==> config.mk <==
export PLATFORM = sky130hd
export DESIGN_NAME = diff_drive_ramp_mixer
export DESIGN_NICKNAME = d
export VERILOG_FILES = /design/src/hw/rtl/ddrm_pkg.sv /design/src/hw/rtl/ddrm_smul.sv /design/src/hw/rtl/ddrm_sdiv.sv /design/src/hw/rtl/diff_drive_ramp_mixer.sv
export SDC_FILE = /design/constraint.sdc
export NUM_CORES = 1
export LEC_CHECK = 0
export BUFFER_PORTS_ARGS = -buffer_cell sky130_fd_sc_hd__clkbuf_2
export CAP_MARGIN = 25
export CORE_MARGIN = 8
export CORE_UTILIZATION = 60
export CTS_BUF_LIST = sky130_fd_sc_hd__clkbuf_4 sky130_fd_sc_hd__clkbuf_8 sky130_fd_sc_hd__clkbuf_16
export DETAILED_ROUTE_END_ITERATION = 6
export GPL_ROUTABILITY_DRIVEN = 0
export GPL_TIMING_DRIVEN = 0
export PLACE_DENSITY = 0.84
export SYNTH_ARGS = -nofsm -noshare
export SYNTH_HDL_FRONTEND = slang
export SYNTH_SLANG_ARGS = --single-unit
==> constraint.sdc <==
create_clock -name clk -period 7.8 [get_ports clk]
set_input_delay 0.78 -clock clk [delete_from_list [all_inputs] [get_ports clk]]
set_output_delay 0.78 -clock clk [all_outputs]
set_load 0.05 [all_outputs]
==> src/hw/rtl/ddrm_pkg.sv <==
`default_nettype none
package ddrm_pkg;

  localparam int SpdW   = 8;
  localparam int MagW   = 7;
  localparam int RatioW = 9;
  localparam int McandW = 15;
  localparam int ProdW  = MagW + McandW;
  localparam int DvdW   = 14;
  localparam int AddrW  = 5;
  localparam int DataW  = 32;

  localparam logic [MagW-1:0]   NormalSpeedRst  = 7'd100;
  localparam logic [MagW-1:0]   PreciseSpeedRst = 7'd50;
  localparam logic [MagW-1:0]   AccelStepRst    = 7'd5;
  localparam logic [RatioW-1:0] InnerRatioRst   = 9'd128;
  localparam logic [RatioW-1:0] RatioOne        = 9'd256;
  localparam logic [McandW-1:0] RatioDen        = 15'd32512;
  localparam logic [MagW-1:0]   SpdMax          = 7'd127;

  typedef enum logic [2:0] {
    REG_PRECISE_MODE   = 3'd0,
    REG_NORMAL_SPEED   = 3'd1,
    REG_PRECISE_SPEED  = 3'd2,
    REG_ACCEL_STEP     = 3'd3,
    REG_INNER_RATIO_Q8 = 3'd4
  } reg_idx_t;

  typedef enum logic [2:0] {
    ST_IDLE,
    ST_MUL1,
    ST_MUL2,
    ST_DIV,
    ST_WB
  } state_t;

endpackage
`default_nettype wire

==> src/hw/rtl/ddrm_smul.sv <==
`default_nettype none
module ddrm_smul import ddrm_pkg::*; (
  input  logic              clk,
  input  logic              rst_n,
  input  logic              start,
  input  logic [MagW-1:0]   mplier,
  input  logic [McandW-1:0] mcand,
  output logic              done,
  output logic [ProdW-1:0]  prod
);

  localparam int CntW = $clog2(MagW);

  logic            busy_r, busy_nxt;
  logic            done_r, done_nxt;
  logic [CntW-1:0] cnt_r, cnt_nxt;
  logic [MagW-1:0] mplier_r, mplier_nxt;
  logic [ProdW-1:0] mcand_r, mcand_nxt;
  logic [ProdW-1:0] acc_r, acc_nxt;

  always_comb begin
    busy_nxt   = busy_r;
    done_nxt   = 1'b0;
    cnt_nxt    = cnt_r;
    mplier_nxt = mplier_r;
    mcand_nxt  = mcand_r;
    acc_nxt    = acc_r;
    if (start) begin
      busy_nxt   = 1'b1;
      cnt_nxt    = CntW'(MagW - 1);
      mplier_nxt = mplier;
      mcand_nxt  = ProdW'(mcand);
      acc_nxt    = '0;
    end else if (busy_r) begin
      if (mplier_r[0]) begin
        acc_nxt = acc_r + mcand_r;
      end
      mcand_nxt  = mcand_r << 1;
      mplier_nxt = mplier_r >> 1;
      cnt_nxt    = cnt_r - 1'b1;
      if (cnt_r == '0) begin
        busy_nxt = 1'b0;
        done_nxt = 1'b1;
      end
    end
  end

  always_ff @(posedge clk) begin
    if (!rst_n) begin
      busy_r <= 1'b0;
      done_r <= 1'b0;
      cnt_r  <= '0;
    end else begin
      busy_r <= busy_nxt;
      done_r <= done_nxt;
      cnt_r  <= cnt_nxt;
    end
  end

  always_ff @(posedge clk) begin
    mplier_r <= mplier_nxt;
    mcand_r  <= mcand_nxt;
    acc_r    <= acc_nxt;
  end

  assign done = done_r;
  assign prod = acc_r;

endmodule
`default_nettype wire

==> src/hw/rtl/ddrm_sdiv.sv <==
`default_nettype none
module ddrm_sdiv import ddrm_pkg::*; (
  input  logic            clk,
  input  logic            rst_n,
  input  logic            start,
  input  logic [DvdW-1:0] dividend,
  output logic            done,
  output logic [MagW-1:0] quotient
);

  localparam int CntW = $clog2(DvdW);

  logic            busy_r, busy_nxt;
  logic            done_r, done_nxt;
  logic [CntW-1:0] cnt_r, cnt_nxt;
  logic [DvdW-1:0] dvd_r, dvd_nxt;
  logic [DvdW-1:0] quo_r, quo_nxt;
  logic [MagW-1:0] rem_r, rem_nxt;
  logic [MagW:0]   trial;
  logic [MagW:0]   diff;
  logic            fits;

  assign trial = {rem_r, dvd_r[DvdW-1]};
  assign diff  = trial - {1'b0, SpdMax};
  assign fits  = trial >= {1'b0, SpdMax};

  always_comb begin
    busy_nxt = busy_r;
    done_nxt = 1'b0;
    cnt_nxt  = cnt_r;
    dvd_nxt  = dvd_r;
    quo_nxt  = quo_r;
    rem_nxt  = rem_r;
    if (start) begin
      busy_nxt = 1'b1;
      cnt_nxt  = CntW'(DvdW - 1);
      dvd_nxt  = dividend;
      quo_nxt  = '0;
      rem_nxt  = '0;
    end else if (busy_r) begin
      rem_nxt = fits ? diff[MagW-1:0] : trial[MagW-1:0];
      quo_nxt = {quo_r[DvdW-2:0], fits};
      dvd_nxt = dvd_r << 1;
      cnt_nxt = cnt_r - 1'b1;
      if (cnt_r == '0) begin
        busy_nxt = 1'b0;
        done_nxt = 1'b1;
      end
    end
  end

  always_ff @(posedge clk) begin
    if (!rst_n) begin
      busy_r <= 1'b0;
      done_r <= 1'b0;
      cnt_r  <= '0;
    end else begin
      busy_r <= busy_nxt;
      done_r <= done_nxt;
      cnt_r  <= cnt_nxt;
    end
  end

  always_ff @(posedge clk) begin
    dvd_r <= dvd_nxt;
    quo_r <= quo_nxt;
    rem_r <= rem_nxt;
  end

  assign done     = done_r;
  assign quotient = quo_r[MagW-1:0];

endmodule
`default_nettype wire

==> src/hw/rtl/diff_drive_ramp_mixer.sv <==
// Sequencing: a precise in-place turn goes straight to the writeback state; a normal
// in-place turn takes one pass of the bit-serial multiplier, motion takes two, and both
// then run the bit-serial divide by 127 before the writeback state.
// A new request is taken only once the previous one has been written back; the output
// register holds a result while the next request is taken.
// Reset: synchronous active-low rst_n clears the speed state and loads register defaults.
`default_nettype none
module diff_drive_ramp_mixer import ddrm_pkg::*; (
  input  logic                    clk,
  input  logic                    rst_n,
  input  logic                    psel,
  input  logic                    penable,
  input  logic                    pwrite,
  input  logic [AddrW-1:0]        paddr,
  input  logic [DataW-1:0]        pwdata,
  output logic [DataW-1:0]        prdata,
  output logic                    pready,
  input  logic                    in_valid,
  output logic                    in_ready,
  input  logic signed [1:0]       in_heading,
  input  logic signed [SpdW-1:0]  in_turn_rate,
  output logic                    out_valid,
  input  logic                    out_ready,
  output logic signed [SpdW-1:0]  out_left_drive,
  output logic signed [SpdW-1:0]  out_right_drive,
  output logic signed [SpdW-1:0]  out_ramped_speed
);

  logic              precise_r;
  logic [MagW-1:0]   nspd_r;
  logic [MagW-1:0]   pspd_r;
  logic [MagW-1:0]   step_r;
  logic [RatioW-1:0] ratio_r;
  logic              wr_en;
  reg_idx_t          reg_idx;
  logic [RatioW-1:0] ratio_wr;

  assign pready   = 1'b1;
  assign wr_en    = psel && penable && pwrite;
  assign reg_idx  = reg_idx_t'(paddr[AddrW-1:2]);
  assign ratio_wr = (pwdata[RatioW-1:0] > RatioOne) ? RatioOne : pwdata[RatioW-1:0];

  always_ff @(posedge clk) begin
    if (!rst_n) begin
      precise_r <= 1'b0;
      nspd_r    <= NormalSpeedRst;
      pspd_r    <= PreciseSpeedRst;
      step_r    <= AccelStepRst;
      ratio_r   <= InnerRatioRst;
    end else if (wr_en) begin
      unique case (reg_idx)
        REG_PRECISE_MODE:   precise_r <= pwdata[0];
        REG_NORMAL_SPEED:   nspd_r    <= pwdata[MagW-1:0];
        REG_PRECISE_SPEED:  pspd_r    <= pwdata[MagW-1:0];
        REG_ACCEL_STEP:     step_r    <= pwdata[MagW-1:0];
        REG_INNER_RATIO_Q8: ratio_r   <= ratio_wr;
        default: ;
      endcase
    end
  end

  always_comb begin
    unique case (reg_idx)
      REG_PRECISE_MODE:   prdata = DataW'(precise_r);
      REG_NORMAL_SPEED:   prdata = DataW'(nspd_r);
      REG_PRECISE_SPEED:  prdata = DataW'(pspd_r);
      REG_ACCEL_STEP:     prdata = DataW'(step_r);
      REG_INNER_RATIO_Q8: prdata = DataW'(ratio_r);
      default:            prdata = '0;
    endcase
  end

  // request decode and speed update
  logic                   hpos, hneg, tneg_in, tpos_in;
  logic signed [SpdW-1:0] turn_neg;
  logic [MagW-1:0]        aturn_in;
  logic [MagW-1:0]        sel_spd, goal_mag;
  logic signed [SpdW-1:0] goal, cur0, cur0_neg, cur_new;
  logic [MagW-1:0]        cur0_mag;
  logic signed [SpdW:0]   step_s, sum9;
  logic signed [SpdW-1:0] sum_sat;
  logic                   ramp;

  logic signed [SpdW-1:0] cur_spd_r, cur_spd_nxt;

  assign hpos     = !in_heading[1] && in_heading[0];
  assign hneg     = in_heading[1];
  assign tneg_in  = in_turn_rate[SpdW-1];
  assign tpos_in  = !in_turn_rate[SpdW-1] && (|in_turn_rate[SpdW-2:0]);
  assign turn_neg = -in_turn_rate;
  assign aturn_in = (in_turn_rate == -8'sd128) ? SpdMax :
                    tneg_in ? turn_neg[MagW-1:0] : in_turn_rate[MagW-1:0];

  assign sel_spd  = precise_r ? pspd_r : nspd_r;
  assign goal_mag = (hpos || hneg) ? sel_spd : '0;
  assign goal     = hpos ? $signed({1'b0, sel_spd}) :
                    hneg ? -$signed({1'b0, sel_spd}) : '0;
  assign cur0     = !(hpos || hneg) ? '0 : precise_r ? goal : cur_spd_r;
  assign cur0_neg = -cur0;
  assign cur0_mag = cur0[SpdW-1] ? cur0_neg[MagW-1:0] : cur0[MagW-1:0];
  assign ramp     = cur0_mag < goal_mag;
  assign step_s   = hpos ? $signed({2'b00, step_r}) : -$signed({2'b00, step_r});
  assign sum9     = $signed({cur0[SpdW-1], cur0}) + step_s;
  assign sum_sat  = (sum9 > $signed({2'b00, SpdMax})) ? $signed({1'b0, SpdMax}) :
                    (sum9 < -$signed({2'b00, SpdMax})) ? -$signed({1'b0, SpdMax}) :
                    sum9[SpdW-1:0];
  assign cur_new  = ramp ? sum_sat : goal;

  // sequencer
  state_t                 state_r, state_nxt;
  logic                   dneg_r, tneg_r, tpos_r, rot_r;
  logic [MagW-1:0]        res_mag_r, res_mag_nxt;
  logic                   accept, out_load;
  logic                   mul_start, mul_done, div_start, div_done;
  logic [MagW-1:0]        mul_mplier;
  logic [McandW-1:0]      mul_mcand;
  logic [ProdW-1:0]       mul_prod;
  logic [DvdW-1:0]        div_dvd;
  logic [MagW-1:0]        div_quo;
  logic signed [SpdW-1:0] cur_neg;
  logic [MagW-1:0]        cur_mag;

  assign cur_neg = -cur_spd_r;
  assign cur_mag = cur_spd_r[SpdW-1] ? cur_neg[MagW-1:0] : cur_spd_r[MagW-1:0];

  always_ff @(posedge clk) begin
    if (!rst_n) begin
      state_r <= ST_IDLE;
    end else begin
      state_r <= state_nxt;
    end
  end

  always_comb begin
    state_nxt   = state_r;
    in_ready    = 1'b0;
    accept      = 1'b0;
    out_load    = 1'b0;
    mul_start   = 1'b0;
    mul_mplier  = '0;
    mul_mcand   = '0;
    div_start   = 1'b0;
    div_dvd     = '0;
    res_mag_nxt = res_mag_r;
    cur_spd_nxt = cur_spd_r;
    unique case (state_r)
      ST_IDLE: begin
        in_ready = 1'b1;
        if (in_valid) begin
          accept      = 1'b1;
          cur_spd_nxt = cur_new;
          mul_mplier  = aturn_in;
          if (cur_new == '0 && precise_r) begin
            res_mag_nxt = pspd_r;
            state_nxt   = ST_WB;
          end else if (cur_new == '0) begin
            mul_start = 1'b1;
            mul_mcand = McandW'(nspd_r);
            state_nxt = ST_MUL2;
          end else begin
            mul_start = 1'b1;
            mul_mcand = McandW'(RatioOne - ratio_r);
            state_nxt = ST_MUL1;
          end
        end
      end
      ST_MUL1: begin
        if (mul_done) begin
          mul_start  = 1'b1;
          mul_mplier = cur_mag;
          mul_mcand  = RatioDen - mul_prod[McandW-1:0];
          state_nxt  = ST_MUL2;
        end
      end
      ST_MUL2: begin
        if (mul_done) begin
          div_start = 1'b1;
          div_dvd   = rot_r ? mul_prod[DvdW-1:0] : mul_prod[ProdW-1:ProdW-DvdW];
          state_nxt = ST_DIV;
        end
      end
      ST_DIV: begin
        if (div_done) begin
          res_mag_nxt = div_quo;
          state_nxt   = ST_WB;
        end
      end
      ST_WB: begin
        if (!out_valid || out_ready) begin
          out_load  = 1'b1;
          state_nxt = ST_IDLE;
        end
      end
      default: state_nxt = ST_IDLE;
    endcase
  end

  always_ff @(posedge clk) begin
    if (!rst_n) begin
      cur_spd_r <= '0;
    end else begin
      cur_spd_r <= cur_spd_nxt;
    end
  end

  always_ff @(posedge clk) begin
    res_mag_r <= res_mag_nxt;
    if (accept) begin
      dneg_r <= hneg;
      tneg_r <= tneg_in;
      tpos_r <= tpos_in;
      rot_r  <= (cur_new == '0);
    end
  end

  ddrm_smul u_smul (
    .clk    (clk),
    .rst_n  (rst_n),
    .start  (mul_start),
    .mplier (mul_mplier),
    .mcand  (mul_mcand),
    .done   (mul_done),
    .prod   (mul_prod)
  );

  ddrm_sdiv u_sdiv (
    .clk      (clk),
    .rst_n    (rst_n),
    .start    (div_start),
    .dividend (div_dvd),
    .done     (div_done),
    .quotient (div_quo)
  );

  // result formation
  logic signed [SpdW-1:0] mag_pos, mag_neg, inner, left_val, right_val;
  logic                   inner_left;

  assign mag_pos    = $signed({1'b0, res_mag_r});
  assign mag_neg    = -mag_pos;
  assign inner      = cur_spd_r[SpdW-1] ? mag_neg : mag_pos;
  assign inner_left = dneg_r ? !tneg_r : tneg_r;

  always_comb begin
    if (rot_r) begin
      left_val  = tpos_r ? mag_pos : tneg_r ? mag_neg : '0;
      right_val = tpos_r ? mag_neg : tneg_r ? mag_pos : '0;
    end else begin
      left_val  = inner_left ? inner : cur_spd_r;
      right_val = inner_left ? cur_spd_r : inner;
    end
  end

  logic                   out_valid_r, out_valid_nxt;
  logic signed [SpdW-1:0] out_left_r, out_right_r, out_ramp_r;

  assign out_valid_nxt = out_load ? 1'b1 : (out_ready ? 1'b0 : out_valid_r);

  always_ff @(posedge clk) begin
    if (!rst_n) begin
      out_valid_r <= 1'b0;
    end else begin
      out_valid_r <= out_valid_nxt;
    end
  end

  always_ff @(posedge clk) begin
    if (out_load) begin
      out_left_r  <= left_val;
      out_right_r <= right_val;
      out_ramp_r  <= cur_spd_r;
    end
  end

  assign out_valid        = out_valid_r;
  assign out_left_drive   = out_left_r;
  assign out_right_drive  = out_right_r;
  assign out_ramped_speed = out_ramp_r;

`ifndef SYNTHESIS
  a_speed_range: assert property (@(posedge clk) disable iff (!rst_n)
    cur_spd_r != -8'sd128) else $error("speed state left the saturated range");

  a_mul_done_state: assert property (@(posedge clk) disable iff (!rst_n)
    mul_done |-> (state_r == ST_MUL1 || state_r == ST_MUL2))
    else $error("multiplier finished outside a multiply phase");

  a_div_done_state: assert property (@(posedge clk) disable iff (!rst_n)
    div_done |-> state_r == ST_DIV) else $error("divider finished outside divide phase");

  a_one_request: assert property (@(posedge clk) disable iff (!rst_n)
    (in_valid && in_ready) |=> !in_ready) else $error("second request taken while busy");
`endif

endmodule
`default_nettype wire
==> impl_summary.md <==
Worst setup path
The kind of cell with the highest combined delay along the critical path is compound AO/OA/AOI/OAI gates. For the worst setup path, the data required time is 7.98 ns. The standard cell with the maximum stage delay on the critical path is or4b_1. STA classifies the critical path startpoint as a flop. For this run, the slowest stage of the critical path takes 0.53 ns.

The sort of element at the end of the critical path is a flop. The reg-to-reg critical path startpoint is precise_r. The number of buffers and inverters on the critical path is 4. The number of cells on the worst reg-to-reg path is 22. The signal on the critical path passes through buf_2 > buf_1 > clkbuf_1 > a21oi_1 > ha_1 > a22oi_1 > a21oi_1 > nand2_1 > ha_1 > mux2_2 > ha_1 > o21ai_0 > a31oi_1 > nor4_1 > o31a_1 > buf_2 > o21ai_0 > a211o_1 > or4b_1 > nor3_4 > mux2_2 > a221o_1.

The worst register-to-register path ends at u_smul.mcand_r[4]. By instance count, the cell type seen most on the critical path is ha_1. The kind of critical path is reg2reg. STA puts the critical path data arrival time at 7.02 ns. The setup check on the worst reg-to-reg path leaves a slack of 0.96 ns. The launch point of the critical path is precise_r. The highest fanout seen on the critical path is 10.

Power
The share of total power in combinational logic is 0.296. The cell-internal power is 1.81 mW. The share of total power dissipated in the clock network is 0.308. The switching power share of the total is 0.340.

The register share of total power is 0.396. The net switching power figure is 0.930 mW. The maximum vdd ir drop is 194 uV. The areal power density over the cells is 220 nW/um2.

Summing internal, switching and leakage power gives 2.74 mW. For this design the static power due to leakage is 5.04 nW.

Clocking
The post-CTS setup repair buffer count is 0. The TritonCTS clock tree is done. After clock tree synthesis, the flow added hold-fix buffers numbering 0.

The worst-case clock buffer depth is 2. The buffer type at the clock tree root is clkbuf_16. TritonCTS created 17 clock buffers.

After clock tree synthesis, the clock-pin slew on the worst setup and hold paths is 0.07 ns. The post-cts gate resize count is 0. The later pin in the worst-skew pair is clocked with a latency of 0.43 ns. CTS saw 168 sinks.

In this run the number of H-tree levels came out at 4.

Logic synthesis
The share of synthesized area in the top cell type comes to 0.191. In this run, synthesis inferred 71 flip-flops with an integrated enable. The most used flip-flop cell after synthesis is dfxtp_1.

During synthesis, Yosys emitted a total of 0 warnings. In the post-synthesis netlist, the biggest area contributors are edfxtp_1 19%, dfxtp_1 17%, nor2_1 5.7%. The area of the mapped netlist is 11,100 um2. The most used standard cell by instance count after synthesis is nor2_1. Counting every instance in the synthesized netlist gives 1,281. The count of different cell masters after synthesis is 76. The sequential fraction of the synthesis area is 0.366. Ranked by instance count, the synthesized netlist is headed by 169 x nor2_1, 111 x nand2_1, 104 x a21oi_1. Counting flops and latches in the post-synthesis netlist gives 168. The synthesized area per cell is 8.70 um2. The synthesized design spends more area on one cell type than any other, namely edfxtp_1. The share of synthesized registers carrying an async set or reset is 0.

Cells and area
0 antenna diodes ended up in the layout. The total number of nets in the final design is 1,490. Compared with the post-synthesis result, the final layout area differs by 11.6%.

The share of post-route cells with drive strength above 1 is 0.124. The final non-filler cell total is 1,633. Once layout is done, the placed cells without fillers occupy 12,400 um2. The fill cell instance count of the final layout is 1,445.

Global routing
The number of global-route vias before repair was 9,470. The first global-routing pass estimated 47,600 um of wire. The pin count of the biggest net entering global routing is 23. The total global routing overflow is 0. The overall routing resource usage is 0.249. The initial antenna violation count is 0.

Floorplanning
The die extent in x is 152 um. The total die area is 23,200 um2. The number of top-level pins is 113. After floorplanning, the core was sized to cover 18,500 um2. For this configuration, the core starts out at a cell density of 0.604.

The height of the chip is 152 um. The initialized floorplan defines 50 standard-cell rows.

Timing
The max-slew violation count is 0. The final count of negative-setup-slack endpoints is 0. The total negative slack for setup checks is 0 ns. The final critical-path setup slack is 0.957 ns.

Between clock sinks in the finished design, the worst skew comes to 0.00821 ns. Setup repair after global routing left no endpoint under its margin. The relative slew slack is 0.357.

The highest clock rate is 0.146 GHz. The final period utilization is 0.877. The final count of hold timing violations is 0. At the pin with the least slew margin, the transition time is 0.955 ns. The clock period could shrink to 6.84 ns.

Drt
The first-pass iteration count of the detailed router is 7. The via count is 10.0k. For this run, design rule violations remaining after detail routing come to 0. The via density per instance is 6.14. The residual antenna-violating net count after detailed routing is 0. The routed design has 29,400 um of wire. After detailed routing, the average wire length per cell comes to 18.0 um. In this run, the number of DRC markers left after iteration 0 of detailed routing was 856.

Run
The number of max-capacitance violations reported is 0.

Placed design
The worst setup slack after placement is 1.09 ns. The instance area at placement is 11,900 um2. In this run, placement finished with an instance count of 1,601.

The number of buffers inserted by port buffering is 62. The half-perimeter wire length after placement is 22,000 um.

Worst hold path
The worst hold path startpoint is cur_spd_r[2]. The path class of the tightest hold or removal check is reg2reg. Along the worst hold path, the cell count comes to 0. The end point of the most critical hold path is out_ramped_speed[2].

Status
The run finished with clean final reports.
==> state kept, by name (all words and copies together) (netlist names), 3 cells and up <==
signal and cells:
u_smul.cnt_r 3, u_smul.mcand_r 22, u_sdiv.quo_r 7, step_r 7, out_right_drive 8, u_smul.prod 22, u_smul.mplier_r 7, out_ramped_speed 8
ratio_r 9, cur_spd_r 8, u_sdiv.cnt_r 4, pspd_r 7, res_mag_r 7, u_sdiv.rem_r 7, state_r 3, out_left_drive 8
nspd_r 7, u_sdiv.dvd_r 14
==> placed cells by master (no fill, tap or decap), types with 23 or more instances in the layout <==
master    count
clkbuf_2     62
nor3_1       37
edfxtp_1     71
nor2_1      168
dfxtp_1      97
nand2_1     111
inv_1        38
xnor2_1      41
nand3_1      26
conb_1       24
buf_4        26
o21ai_0      55
a211oi_1     23
xor2_1       38
a21oi_1     104
clkbuf_1     51
mux2i_1      58
ha_1         48
==> cell families after synthesis <==
logic type      Yosys count  share of synthesized area
compound gates          296                      0.170
flops                   168                      0.366
mux                      90                     0.0871
buf+inv                 133                     0.0575
xor+xnor                 79                     0.0621
fa+ha+maj                51                     0.0585
simple gates            462                      0.198
other cells               2                   0.000674
==> power groups by stage <==
stage               logic, mW  clock network (mW)  registers (mW)
floorplan               0.630                   0            1.06
global placement        0.758                   0            1.10
detailed placement      0.784                   0            1.10
CTS                     0.796               0.844            1.08
global route            0.888               0.880            1.09
finish                  0.810               0.841            1.08
==> stage by stage <==
step | hold WS, ns | utilization
finish | 0.440 | 0.674
global route | 0.444 | 0.674
CTS | 0.443 | 0.674
detailed placement | 0.428 | 0.642
global placement | 0.413 | 0.641
floorplan | 0.406 | -
==> worst register-to-register path: cells and delay by family (launching register included) <==
kind            cells  cell delay [ns]
compound gates      9             1.77
fa+ha+maj           3             0.84
buf+inv             4             1.23
flops               1             0.48
mux                 2             0.69
simple gates        4             1.57
==> area by class of cell <==
class | instances | area [um2] | share of cell area
Clock inverter | 9 | 88.8 | 0.00714
Tap cell | 234 | 293 | 0.0235
Clock buffer | 23 | 500 | 0.0402
Sequential cell | 168 | 4070 | 0.327
Buffer | 95 | 498 | 0.0400
Multi-Input combinational cell | 1002 | 6510 | 0.524
Inverter | 38 | 143 | 0.0115
Timing Repair Buffer | 64 | 330 | 0.0266
==> worst max path at each step <==
stage,to,slack (ns),cells after the start
after floorplan,u_smul.mcand_r[4],2.05,22
after global placement,u_smul.mcand_r[4],1.25,23
after detailed placement,u_smul.mcand_r[4],1.09,22
after CTS,u_smul.mcand_r[4],1.07,22
after global routing,u_smul.mcand_r[4],0.43,22
final,u_smul.mcand_r[4],0.96,22
==> per-layer routing <==
metal / vias up / track usage / wire (um)
met5: - / 0 / 0
met4: 0 / 0.103 / 882
met3: 88 / 0.0542 / 2490
met2: 480 / 0.391 / 13300
met1: 4698 / 0.326 / 12700
li1: 4767 / - / -
Power figures use the tool's default switching activity.
